==> config.mk <==
export PLATFORM = sky130hd
export DESIGN_NAME = fifo_queue_with_remove
export DESIGN_NICKNAME = d
export VERILOG_FILES = /design/src/fqr_pkg.sv /design/src/fqr_cell.sv /design/src/fifo_queue_with_remove.sv
export SDC_FILE = /design/constraint.sdc
export NUM_CORES = 1
export LEC_CHECK = 0
export BUFFER_PORTS_ARGS = -buffer_cell sky130_fd_sc_hd__buf_2
export CAP_MARGIN = 20
export CORE_MARGIN = 8
export CORE_UTILIZATION = 45
export DETAILED_ROUTE_END_ITERATION = 10
export GPL_TIMING_DRIVEN = 0
export PLACE_DENSITY_LB_ADDON = 0.08
export SYNTH_ARGS = -nofsm -noshare
export SYNTH_HDL_FRONTEND = slang
export SYNTH_SLANG_ARGS = --single-unit
==> constraint.sdc <==
create_clock -name i_clk -period 4.4 [get_ports i_clk]
set_clock_uncertainty 0.2 [all_clocks]
set_input_delay 0.66 -clock i_clk [delete_from_list [all_inputs] [get_ports i_clk]]
set_output_delay 0.66 -clock i_clk [all_outputs]
set_load 0.01 [all_outputs]
==> src/fqr_pkg.sv <==
// ----------------------------------------------------------------------------
// fqr_pkg
// Shared types and codes for the FIFO queue with remove-by-value.
// ----------------------------------------------------------------------------
package fqr_pkg;

    localparam int unsigned FQR_DEPTH      = 16;
    localparam int unsigned FQR_DATA_WIDTH = 32;

    // Action codes carried on the input tuser.
    localparam logic [1:0] ACT_PUSH   = 2'd0;
    localparam logic [1:0] ACT_POP    = 2'd1;
    localparam logic [1:0] ACT_REMOVE = 2'd2;
    localparam logic [1:0] ACT_CLEAR  = 2'd3;

    // Result status codes.
    localparam logic [1:0] STAT_OK    = 2'd0;
    localparam logic [1:0] STAT_FULL  = 2'd1;
    localparam logic [1:0] STAT_EMPTY = 2'd2;

    // Control broadcast from the top level to every cell.
    typedef struct packed {
        logic pop_do;     // drop the head: every cell takes its neighbor's data
        logic remove_do;  // search for the value and close the gap behind it
    } t_cell_ctrl;

endpackage

==> src/fqr_cell.sv <==
// ----------------------------------------------------------------------------
// fqr_cell
// One queue entry. Compares its word, passes the first-match flag down the
// chain, and takes its neighbor's word when the chain closes a gap.
// ----------------------------------------------------------------------------
module fqr_cell #(
    parameter int unsigned DATA_WIDTH = fqr_pkg::FQR_DATA_WIDTH
) (
    input  logic                  i_clk,
    input  fqr_pkg::t_cell_ctrl   i_ctrl,
    input  logic                  i_occupied,
    input  logic                  i_load,
    input  logic [DATA_WIDTH-1:0] i_value,
    input  logic                  i_hit,
    output logic                  o_hit,
    input  logic [DATA_WIDTH-1:0] i_next_data,
    output logic [DATA_WIDTH-1:0] o_data
);
    import fqr_pkg::*;

    logic [DATA_WIDTH-1:0] r_data;
    logic [DATA_WIDTH-1:0] n_data;
    logic                  w_match;
    logic                  w_shift;

    assign w_match = i_ctrl.remove_do && i_occupied && (r_data == i_value);
    assign o_hit   = i_hit || w_match;

    // Every cell at or behind the first match moves one place toward the head.
    assign w_shift = i_ctrl.pop_do || (i_ctrl.remove_do && o_hit);

    always_comb begin
        n_data = r_data;
        if (w_shift) begin
            n_data = i_next_data;
        end else if (i_load) begin
            n_data = i_value;
        end
    end

    always_ff @(posedge i_clk) begin
        r_data <= n_data;
    end

    assign o_data = r_data;

endmodule

==> src/fifo_queue_with_remove.sv <==
// ----------------------------------------------------------------------------
// fifo_queue_with_remove
// Bounded FIFO of data words with push, pop, remove-first-match and clear,
// built as a compacting chain of entry cells. One result per action.
// ----------------------------------------------------------------------------
//  Channel   Direction  Fields
//  s_axis    in         tuser: action[1:0]; tdata: item_value[31:0]
//  m_axis    out        tdata: front_value[31:0], is_empty[32],
//                              entry_count[37:33], status[39:38]
//
// The match flag ripples through the cell chain and all cells update at
// the same edge, so one transfer per cycle is sustained while results are
// drained. The result sits in an output slot, and a new input is
// taken whenever that slot is empty or being drained in the same cycle.
// Synchronous active-low reset empties the queue and the output slot.
// ----------------------------------------------------------------------------
module fifo_queue_with_remove #(
    parameter int unsigned DEPTH      = fqr_pkg::FQR_DEPTH,
    parameter int unsigned DATA_WIDTH = fqr_pkg::FQR_DATA_WIDTH
) (
    input  logic        i_clk,
    input  logic        i_rst_n,
    input  logic        i_s_tvalid,
    output logic        o_s_tready,
    input  logic [31:0] i_s_tdata,   // item_value[31:0]
    input  logic [1:0]  i_s_tuser,   // action[1:0]
    output logic        o_m_tvalid,
    input  logic        i_m_tready,
    output logic [39:0] o_m_tdata    // front_value, is_empty, entry_count, status
);
    import fqr_pkg::*;

    localparam int unsigned CW = $clog2(DEPTH + 1);

    logic [CW-1:0]         r_count;
    logic [CW-1:0]         n_count;
    logic [1:0]            r_status;
    logic [1:0]            n_status;
    logic                  r_out_valid;
    logic                  w_accept;
    logic                  w_full;
    logic                  w_empty;
    logic [1:0]            w_action;
    logic [DATA_WIDTH+31:0] w_val_ext;
    logic [DATA_WIDTH-1:0] w_value;
    t_cell_ctrl            w_ctrl;
    logic                  w_push_do;

    logic [DEPTH:0]        w_hit;
    logic [DATA_WIDTH-1:0] w_data [DEPTH+1];
    logic [DATA_WIDTH+31:0] w_front_ext;
    logic [CW+4:0]         w_count_ext;
    logic [31:0]           w_front;

    assign w_accept  = i_s_tvalid && o_s_tready;
    assign o_s_tready = !r_out_valid || i_m_tready;
    assign w_action  = i_s_tuser;
    assign w_full    = (r_count == CW'(DEPTH));
    assign w_empty   = (r_count == '0);

    // Only the low DATA_WIDTH bits of the value are stored and compared.
    assign w_val_ext = {{DATA_WIDTH{1'b0}}, i_s_tdata};
    assign w_value   = w_val_ext[DATA_WIDTH-1:0];

    assign w_push_do        = w_accept && (w_action == ACT_PUSH) && !w_full;
    assign w_ctrl.pop_do    = w_accept && (w_action == ACT_POP) && !w_empty;
    assign w_ctrl.remove_do = w_accept && (w_action == ACT_REMOVE);

    assign w_hit[0]     = 1'b0;
    assign w_data[DEPTH] = '0;

    for (genvar g = 0; g < DEPTH; g++) begin : g_cell
        fqr_cell #(
            .DATA_WIDTH (DATA_WIDTH)
        ) u_cell (
            .i_clk       (i_clk),
            .i_ctrl      (w_ctrl),
            .i_occupied  (CW'(g) < r_count),
            .i_load      (w_push_do && (CW'(g) == r_count)),
            .i_value     (w_value),
            .i_hit       (w_hit[g]),
            .o_hit       (w_hit[g+1]),
            .i_next_data (w_data[g+1]),
            .o_data      (w_data[g])
        );
    end

    always_comb begin
        n_count  = r_count;
        n_status = STAT_OK;
        case (w_action)
            ACT_PUSH: begin
                if (w_full) begin
                    n_status = STAT_FULL;
                end else begin
                    n_count = r_count + CW'(1);
                end
            end
            ACT_POP: begin
                if (w_empty) begin
                    n_status = STAT_EMPTY;
                end else begin
                    n_count = r_count - CW'(1);
                end
            end
            ACT_REMOVE: begin
                if (w_hit[DEPTH]) begin
                    n_count = r_count - CW'(1);
                end
            end
            ACT_CLEAR: begin
                n_count = '0;
            end
            default: begin
                n_count = r_count;
            end
        endcase
    end

    always_ff @(posedge i_clk) begin
        if (!i_rst_n) begin
            r_count     <= '0;
            r_out_valid <= 1'b0;
            r_status    <= STAT_OK;
        end else begin
            if (w_accept) begin
                r_count  <= n_count;
                r_status <= n_status;
            end
            if (w_accept) begin
                r_out_valid <= 1'b1;
            end else if (i_m_tready) begin
                r_out_valid <= 1'b0;
            end
        end
    end

    // The queue state only changes on an accepted transfer, which cannot happen
    // while a result is stalled, so the result is read straight from the cells.
    assign w_front_ext = {32'd0, w_data[0]};
    assign w_front     = w_empty ? 32'd0 : w_front_ext[31:0];
    assign w_count_ext = {5'd0, r_count};

    assign o_m_tvalid = r_out_valid;
    assign o_m_tdata  = {r_status, w_count_ext[4:0], w_empty, w_front};

    a_count_bound: assert property (@(posedge i_clk) disable iff (!i_rst_n)
        r_count <= CW'(DEPTH))
        else $error("entry count above depth");

    a_pop_dec: assert property (@(posedge i_clk) disable iff (!i_rst_n)
        (w_accept && w_action == ACT_POP && !w_empty) |=>
            (r_count == $past(r_count) - CW'(1)))
        else $error("pop did not drop one entry");

    a_clear: assert property (@(posedge i_clk) disable iff (!i_rst_n)
        (w_accept && w_action == ACT_CLEAR) |=> (r_count == '0 && r_status == STAT_OK))
        else $error("clear left entries");

    a_full_push: assert property (@(posedge i_clk) disable iff (!i_rst_n)
        (w_accept && w_action == ACT_PUSH && w_full) |=>
            ($stable(r_count) && r_status == STAT_FULL))
        else $error("push on full queue changed the count");

endmodule
==> results of run 1 <==
-- power breakdown --
group	total [mW]	internal, mW	switching (mW)
logic	1.97	0.744	1.23
registers	5.80	5.63	0.170
clock network	4.73	2.62	2.12
-- cell type report --
class | count | area, µm²
well taps | 864 | 1080
repair buffers | 87 | 898
plain buffers | 201 | 1410
fillers | 5718 | 31700
clock buffers | 73 | 1570
inverters | 10 | 37.5
clock inverters | 33 | 196
multi-input cells | 1491 | 13100
diodes | 11 | 27.5
flip-flops and latches | 520 | 15200
-- per-stage QoR --
step                setup TNS (ps)  setup WS [ps]  instance area (µm²)  instances  utilization [%]
floorplan                        0           21.7                29500       2222                -
global placement          -1173650          -2550                30800       3133             47.2
detailed placement         -503570          -1130                31500       3168             48.3
CTS                              0           47.8                33400       3275             51.2
global route                     0           19.3                33500       3283             51.3
finish                           0           64.4                33500       3290             51.4
-- cell families after synthesis --
| kind of cell | after synthesis | share of synthesized area [%] |
|---|---|---|
| buf+inv | 211 | 4.82 |
| fa+ha+maj | 8 | 0.339 |
| mux | 480 | 18.7 |
| compound gates | 83 | 1.79 |
| simple gates | 408 | 7.56 |
| flops | 520 | 51.6 |
| xor+xnor | 512 | 15.2 |
-- what timing repair did --
action / CTS / global route
resized for setup: 32 / 9
pin swaps: 1 / 2
endpoints found under the setup margin: 976 / 181
setup buffers: 1 / 4
-- path summary, 6_finish.rpt --
check	startpoint	to	cells past startpoint
max	r_count[4]$_SDFFE_PN0P_	g_cell[13].u_cell.o_data[12]$_DFFE_PP_	11
min	i_s_tvalid	r_status[1]$_SDFFE_PN0P_	3
max reg2reg	r_count[4]$_SDFFE_PN0P_	g_cell[13].u_cell.o_data[12]$_DFFE_PP_	11
min reg2reg	r_status[1]$_SDFFE_PN0P_	r_status[1]$_SDFFE_PN0P_	2
-- worst register-to-register path: cells and delay by family (launching register included) --
| kind | cells | cell delay, ps |
|---|---|---|
| AOI/OAI and AO/OA | 4 | 1350 |
| DFF | 1 | 350 |
| buffers and inverters | 3 | 740 |
| and+or+nand+nor | 4 | 1270 |
-- layer usage --
metal | track usage, % | vias to the layer above
li1 | - | 8397
met1 | 43.6 | 10500
met2 | 52.0 | 1523
met3 | 10.9 | 443
met4 | 23.3 | 8
met5 | 0 | -
-- sequential cells by signal (all words and copies together) (netlist names) --
signal                cells
g_cell.u_cell.o_data    512
r_count                   5
r_status                  2
o_m_tvalid                1
-- synth_stat cells (7+ instances only) --
library cell	n	area, µm²
a21oi_1	39	195
and2_1	33	206
buf_2	31	155
buf_4	62	465
buf_6	33	372
buf_8	7	105
clkbuf_1	60	225
dfxtp_1	40	801
edfxtp_1	480	14400
ha_1	8	100
inv_1	10	37.5
mux2_1	29	327
mux2_2	422	4750
mux2_4	29	435
nand2_1	108	405
nand3_1	20	100
nand4_1	57	357
nor2_1	30	113
nor3_1	18	90.1
nor4_1	113	707
o21ai_0	10	50.1
xnor2_1	106	928
xor2_1	406	3560
==> summary.log, run 1 <==
[clock_tree] total number of H-tree levels 2
[route] total length of routed wires 134 mm
[route] Routed Antenna Nets 0
[die] area of the die 0.0740 mm²
[synthesis] Seq cells post-synth 520
[run] Max-cap violations 0
[placement] number of buffers added on ports 47
[critical_path] Worst path slowest cell nor3_4
[route] number of vias in the routed layout 20800
[synthesis] Async S/R FF share, synth 0%
[clock_tree] library cell used as clock root buffer clkbuf_16
[synthesis] warnings from Yosys 0
[grt] Remaining Overflow, GRT 0
[finish] Area growth, synth to finish 13.7%
[critical_path] slowest stage delay, CP 650 ps
[sta] Finish-stage setup viols 0
[sta] final worst hold slack 137 ps
[clock_tree] Bufs on Longest Clock Path 3
[pwr] pwr dens 373 mW/mm²
[pwr] worst vdd ir 0.351 mV
[clock_tree] Clk pin slew, worst setup/hold paths 60 ps
[route] Max Used Layer met5
[placement] placer congestion estimate 0.990
[finish] net total in the final layout 2417
[sta] shortest clock period the worst path allows after layout 4340 ps
[sta] RSZ-0062 raised after global routing no
[grt] antenna violations before repair 14
[die] number of placement rows 94
[critical_path] arrival time of data at the critical path endpoint 4380 ps
[synthesis] Cell variety after synth 65
[critical_path] largest driver fanout on the critical path 32
[die] I/O Pins 80
[route] routed wl met2 57.6 mm
[sta] portion of the clock cycle consumed by the worst path in the final layout 98.5%
[die] horizontal die dimension 272 µm
[clock_tree] total CTS buffers 60
[die] floorplan core area 0.0653 mm²
[grt] Total GRT Usage 35.0%
[pwr] leakage power 11.7 nW
[route] number of optimization iterations in the first detailed-route pass 7
[grt] maximum number of pins on one net before global-route repair 33
[synthesis] most used flip-flop cell after synthesis edfxtp_1
[sta] final slew viol count 0
[synthesis] number of synthesized flops with an enable pin 480
[route] Met1 Wirelength 50.5 mm
[route] routed wire length on met3 15.2 mm
[synthesis] synthesized area per cell 13.3 µm²
[pwr] PnR Total Power 12.5 mW
[critical_path] cell family with most CP delay compound AO/OA/AOI/OAI gates
[synthesis] share of the yosys chip area belonging to registers 51.6%
[grt] first-pass GRT wire length 176 mm
[route] post-DR wirelength/cell 40.7 µm
[synthesis] Syn Nets 2268
[synthesis] synthesized instance count 2222
[critical_path] Required @ worst endpoint 4450 ps
[grt] vias in the first global route 20300
[finish] commonest non-fill, non-tap cell in the layout edfxtp_1
[finish] proportion of layout cells with a drive suffix above 1 33.4%
[finish] leading cell types in the layout, fill and taps excluded edfxtp_1, mux2_2, xor2_1
[run_status] status finished, final reports clean
[die] y dimension of the die 272 µm
[critical_path] WP buf/inv 3
[critical_path] Setup Crit Path Kind flip-flop to flip-flop
[clock_tree] sinks on the clock net 520
[critical_path] CP Launch Type flip-flop
[sta] total count of hold-check failures in the final report 0
[clock_tree] clock tree from TritonCTS yes
[clock_tree] Skew-Pair Late Insertion Delay 640 ps
[hold_path] worst hold path class input port to flip-flop
[route] Iter 0 DRT Violations 2816
[sta] slew of the pin with the lowest slew margin 1240 ps
[die] starting utilization of the core area 45.2%
[synthesis] Netlist Area Pre-Place 0.0295 mm²
[critical_path] setup slack on the worst flop-to-flop path 60 ps
[critical_path] CP Cell Sequence buf_6 -> nor2_4 -> nor3_4 -> nand4_1 -> a2111oi_2 -> a2111oi_4 -> o311ai_2 -> buf_4 -> nor3_4 -> buf_2 -> o21ai_4
[placement] HPWL after DPL 96.6 mm
[clock_tree] number of buffers inserted by hold repair at cts 0
[critical_path] cell seen most often among critical-path stages nor3_4
[critical_path] critical path capture point type flip-flop
[sta] maximum clock frequency 231 MHz
[route] DR vias/cell 6.33
[sta] relative max-transition margin 17.7%
[route] count of unresolved DRC violations after routing 0
No activity file was read; power rests on OpenSTA's default activity.
==> run 2: changes to the inputs <==
--- a/config.mk
+++ b/config.mk
@@ -8,7 +8,7 @@
 export BUFFER_PORTS_ARGS = -buffer_cell sky130_fd_sc_hd__buf_2
 export CAP_MARGIN = 20
 export CORE_MARGIN = 8
-export CORE_UTILIZATION = 45
+export CORE_UTILIZATION = 30
 export DETAILED_ROUTE_END_ITERATION = 10
 export GPL_TIMING_DRIVEN = 0
 export PLACE_DENSITY_LB_ADDON = 0.08
==> summary.log, run 2 (same netlist as run 1, synthesis figures left out) <==
[grt] first-pass GRT wire length 192 mm
[route] number of vias in the routed layout 20400
[grt] maximum number of pins on one net before global-route repair 33
[critical_path] Worst path slowest cell or3_1
[run_status] violated checks negative setup slack
[route] post-DR wirelength/cell 39.6 µm
[placement] placed standard-cell area 0.0320 mm²
[finish] leading cell types in the layout, fill and taps excluded edfxtp_1, mux2_2, xor2_1
[critical_path] cell family with most CP delay simple AND/OR/NAND/NOR gates
[finish] net total in the final layout 2423
[pwr] pwr dens 391 mW/mm²
[sta] portion of the clock cycle consumed by the worst path in the final layout 100%
[route] Iter 0 DRT Violations 2536
[placement] number of buffers added on ports 47
[clock_tree] total CTS buffers 67
[critical_path] Setup Crit Path Kind flip-flop to flip-flop
[critical_path] arrival time of data at the critical path endpoint 4590 ps
[pwr] worst vdd ir 0.218 mV
[clock_tree] Clk pin slew, worst setup/hold paths 60 ps
[finish] Area growth, synth to finish 16.8%
[clock_tree] Skew-Pair Late Insertion Delay 630 ps
[sta] shortest clock period the worst path allows after layout 4410 ps
[critical_path] crit path from r_count[4]$_SDFFE_PN0P_
[sta] setup slack after layout -8.94 ps
[die] starting utilization of the core area 30.1%
[finish] commonest non-fill, non-tap cell in the layout edfxtp_1
[grt] Total GRT Usage 26.6%
[critical_path] slowest stage delay, CP 390 ps
[sta] final slew viol count 0
[finish] flip-flop count of the largest register, all copies and words added 512
[critical_path] Required @ worst endpoint 4580 ps
[die] y dimension of the die 330 µm
[placement] HPWL after DPL 107 mm
[critical_path] CP Launch Type flip-flop
[die] area of the die 0.109 mm²
[sta] relative max-transition margin 19.4%
[finish] Post-Layout Inst Area 0.0345 mm²
[route] count of unresolved DRC violations after routing 0
[sta] total count of hold-check failures in the final report 0
[hold_path] worst hold path class input port to flip-flop
[route] number of optimization iterations in the first detailed-route pass 6
[grt] antenna violations before repair 12
[clock_tree] library cell used as clock root buffer clkbuf_16
[critical_path] critical path capture point type flip-flop
[critical_path] WP buf/inv 6
[sta] slew of the pin with the lowest slew margin 1200 ps
[grt] vias in the first global route 20100
[die] I/O Pins 80
[clock_tree] clock tree from TritonCTS yes
[sta] final setup TNS -82.6 ps
[route] Routed Antenna Nets 0
[die] number of placement rows 115
[route] DR vias/cell 5.47
[sta] maximum clock frequency 227 MHz
[clock_tree] sinks on the clock net 520
[hold_path] startpoint of the worst hold path i_s_tvalid
[sta] RSZ-0062 raised after global routing no
[critical_path] cell seen most often among critical-path stages buf_6
[sta] Finish-stage setup viols 18
[placement] placer congestion estimate 0.938
[clock_tree] total number of H-tree levels 3
[critical_path] CP Cell Sequence buf_6 -> nor2_4 -> nand2_2 -> nor3_4 -> nor4_2 -> a21oi_2 -> nand3b_1 -> buf_6 -> or3_1 -> buf_6 -> or2_1 -> buf_6 -> buf_8 -> o21bai_4 -> buf_16
[finish] fillcell total 9522
[finish] utilization after layout 35.2%
[pwr] leakage power 11.9 nW
[finish] proportion of layout cells with a drive suffix above 1 34.5%
[die] horizontal die dimension 330 µm
[run_status] status finished with violations
[clock_tree] Bufs on Longest Clock Path 3
[die] floorplan core area 0.0980 mm²
[grt] Remaining Overflow, GRT 0
[critical_path] Critical R2R Launch r_count[4]$_SDFFE_PN0P_
[run] Max-cap violations 0
[critical_path] largest driver fanout on the critical path 19
[route] total length of routed wires 148 mm
## run 2: power by group
part / internal [mW] / switching, mW
clock network: 3.31 / 2.33
registers: 5.63 / 0.178
logic: 0.744 / 1.27
## run 2: timing repair
action,4_1_cts,5_1_grt
hold endpoints to repair,0,0
pin swaps,2,2
hold buffers,0,0
setup buffers,5,6
setup endpoints to repair,980,198
resized for setup,36,10
## run 2: layout make-up
cell class / instances / area [µm²] / area share (%)
Timing Repair Buffer: 87 / 876 / 2.54
Inverter: 10 / 37.5 / 0.109
Buffer: 200 / 1420 / 4.13
Clock buffer: 91 / 1860 / 5.40
Multi-Input combinational cell: 1491 / 13100 / 38.0
Clock inverter: 30 / 303 / 0.879
Tap cell: 1287 / 1610 / 4.67
Antenna cell: 10 / 25.0 / 0.0726
Sequential cell: 520 / 15200 / 44.2
## run 2: path summary, 6_finish.rpt
path / endpoint / slack, ps / cells past startpoint
worst max-delay path: g_cell[9].u_cell.o_data[9]$_DFFE_PP_ / -9 / 15
worst min-delay path: r_status[1]$_SDFFE_PN0P_ / 140 / 3
worst max register to register: g_cell[9].u_cell.o_data[9]$_DFFE_PP_ / -9 / 15
worst min register to register: r_status[1]$_SDFFE_PN0P_ / 260 / 2
## run 2: through the flow
stage                     hold WS, ps  total power, mW  setup slack (ps)  cells
after floorplan                   259             6.94              21.7   2222
after global placement            245             7.82             -2810   3556
after detailed placement          257             7.85             -1190   3585
after CTS                         100             13.5              39.0   3710
after global routing              139             13.8              4.31   3716
final                             140             13.5             -8.94   3726
## run 2: layer usage
layer | track usage [%] | up-vias | share of wire [%]
met4 | 13.2 | 2 | 5.6
met5 | 0 | - | 0.0054
met1 | 35.5 | 10600 | 42
li1 | - | 8422 | -
met3 | 4.76 | 275 | 7.7
met2 | 41.4 | 1122 | 44
## run 2: worst reg2reg max path, cell delays in order (launching register included)
cell      delay, ps
dfxtp_1         320
buf_6           170
nor2_4          340
nand2_2         210
nor3_4          270
nor4_2          120
a21oi_2         230
nand3b_1        290
buf_6           270
or3_1           400
buf_6           160
or2_1           220
buf_6           160
buf_8           170
o21bai_4        320
buf_16          270
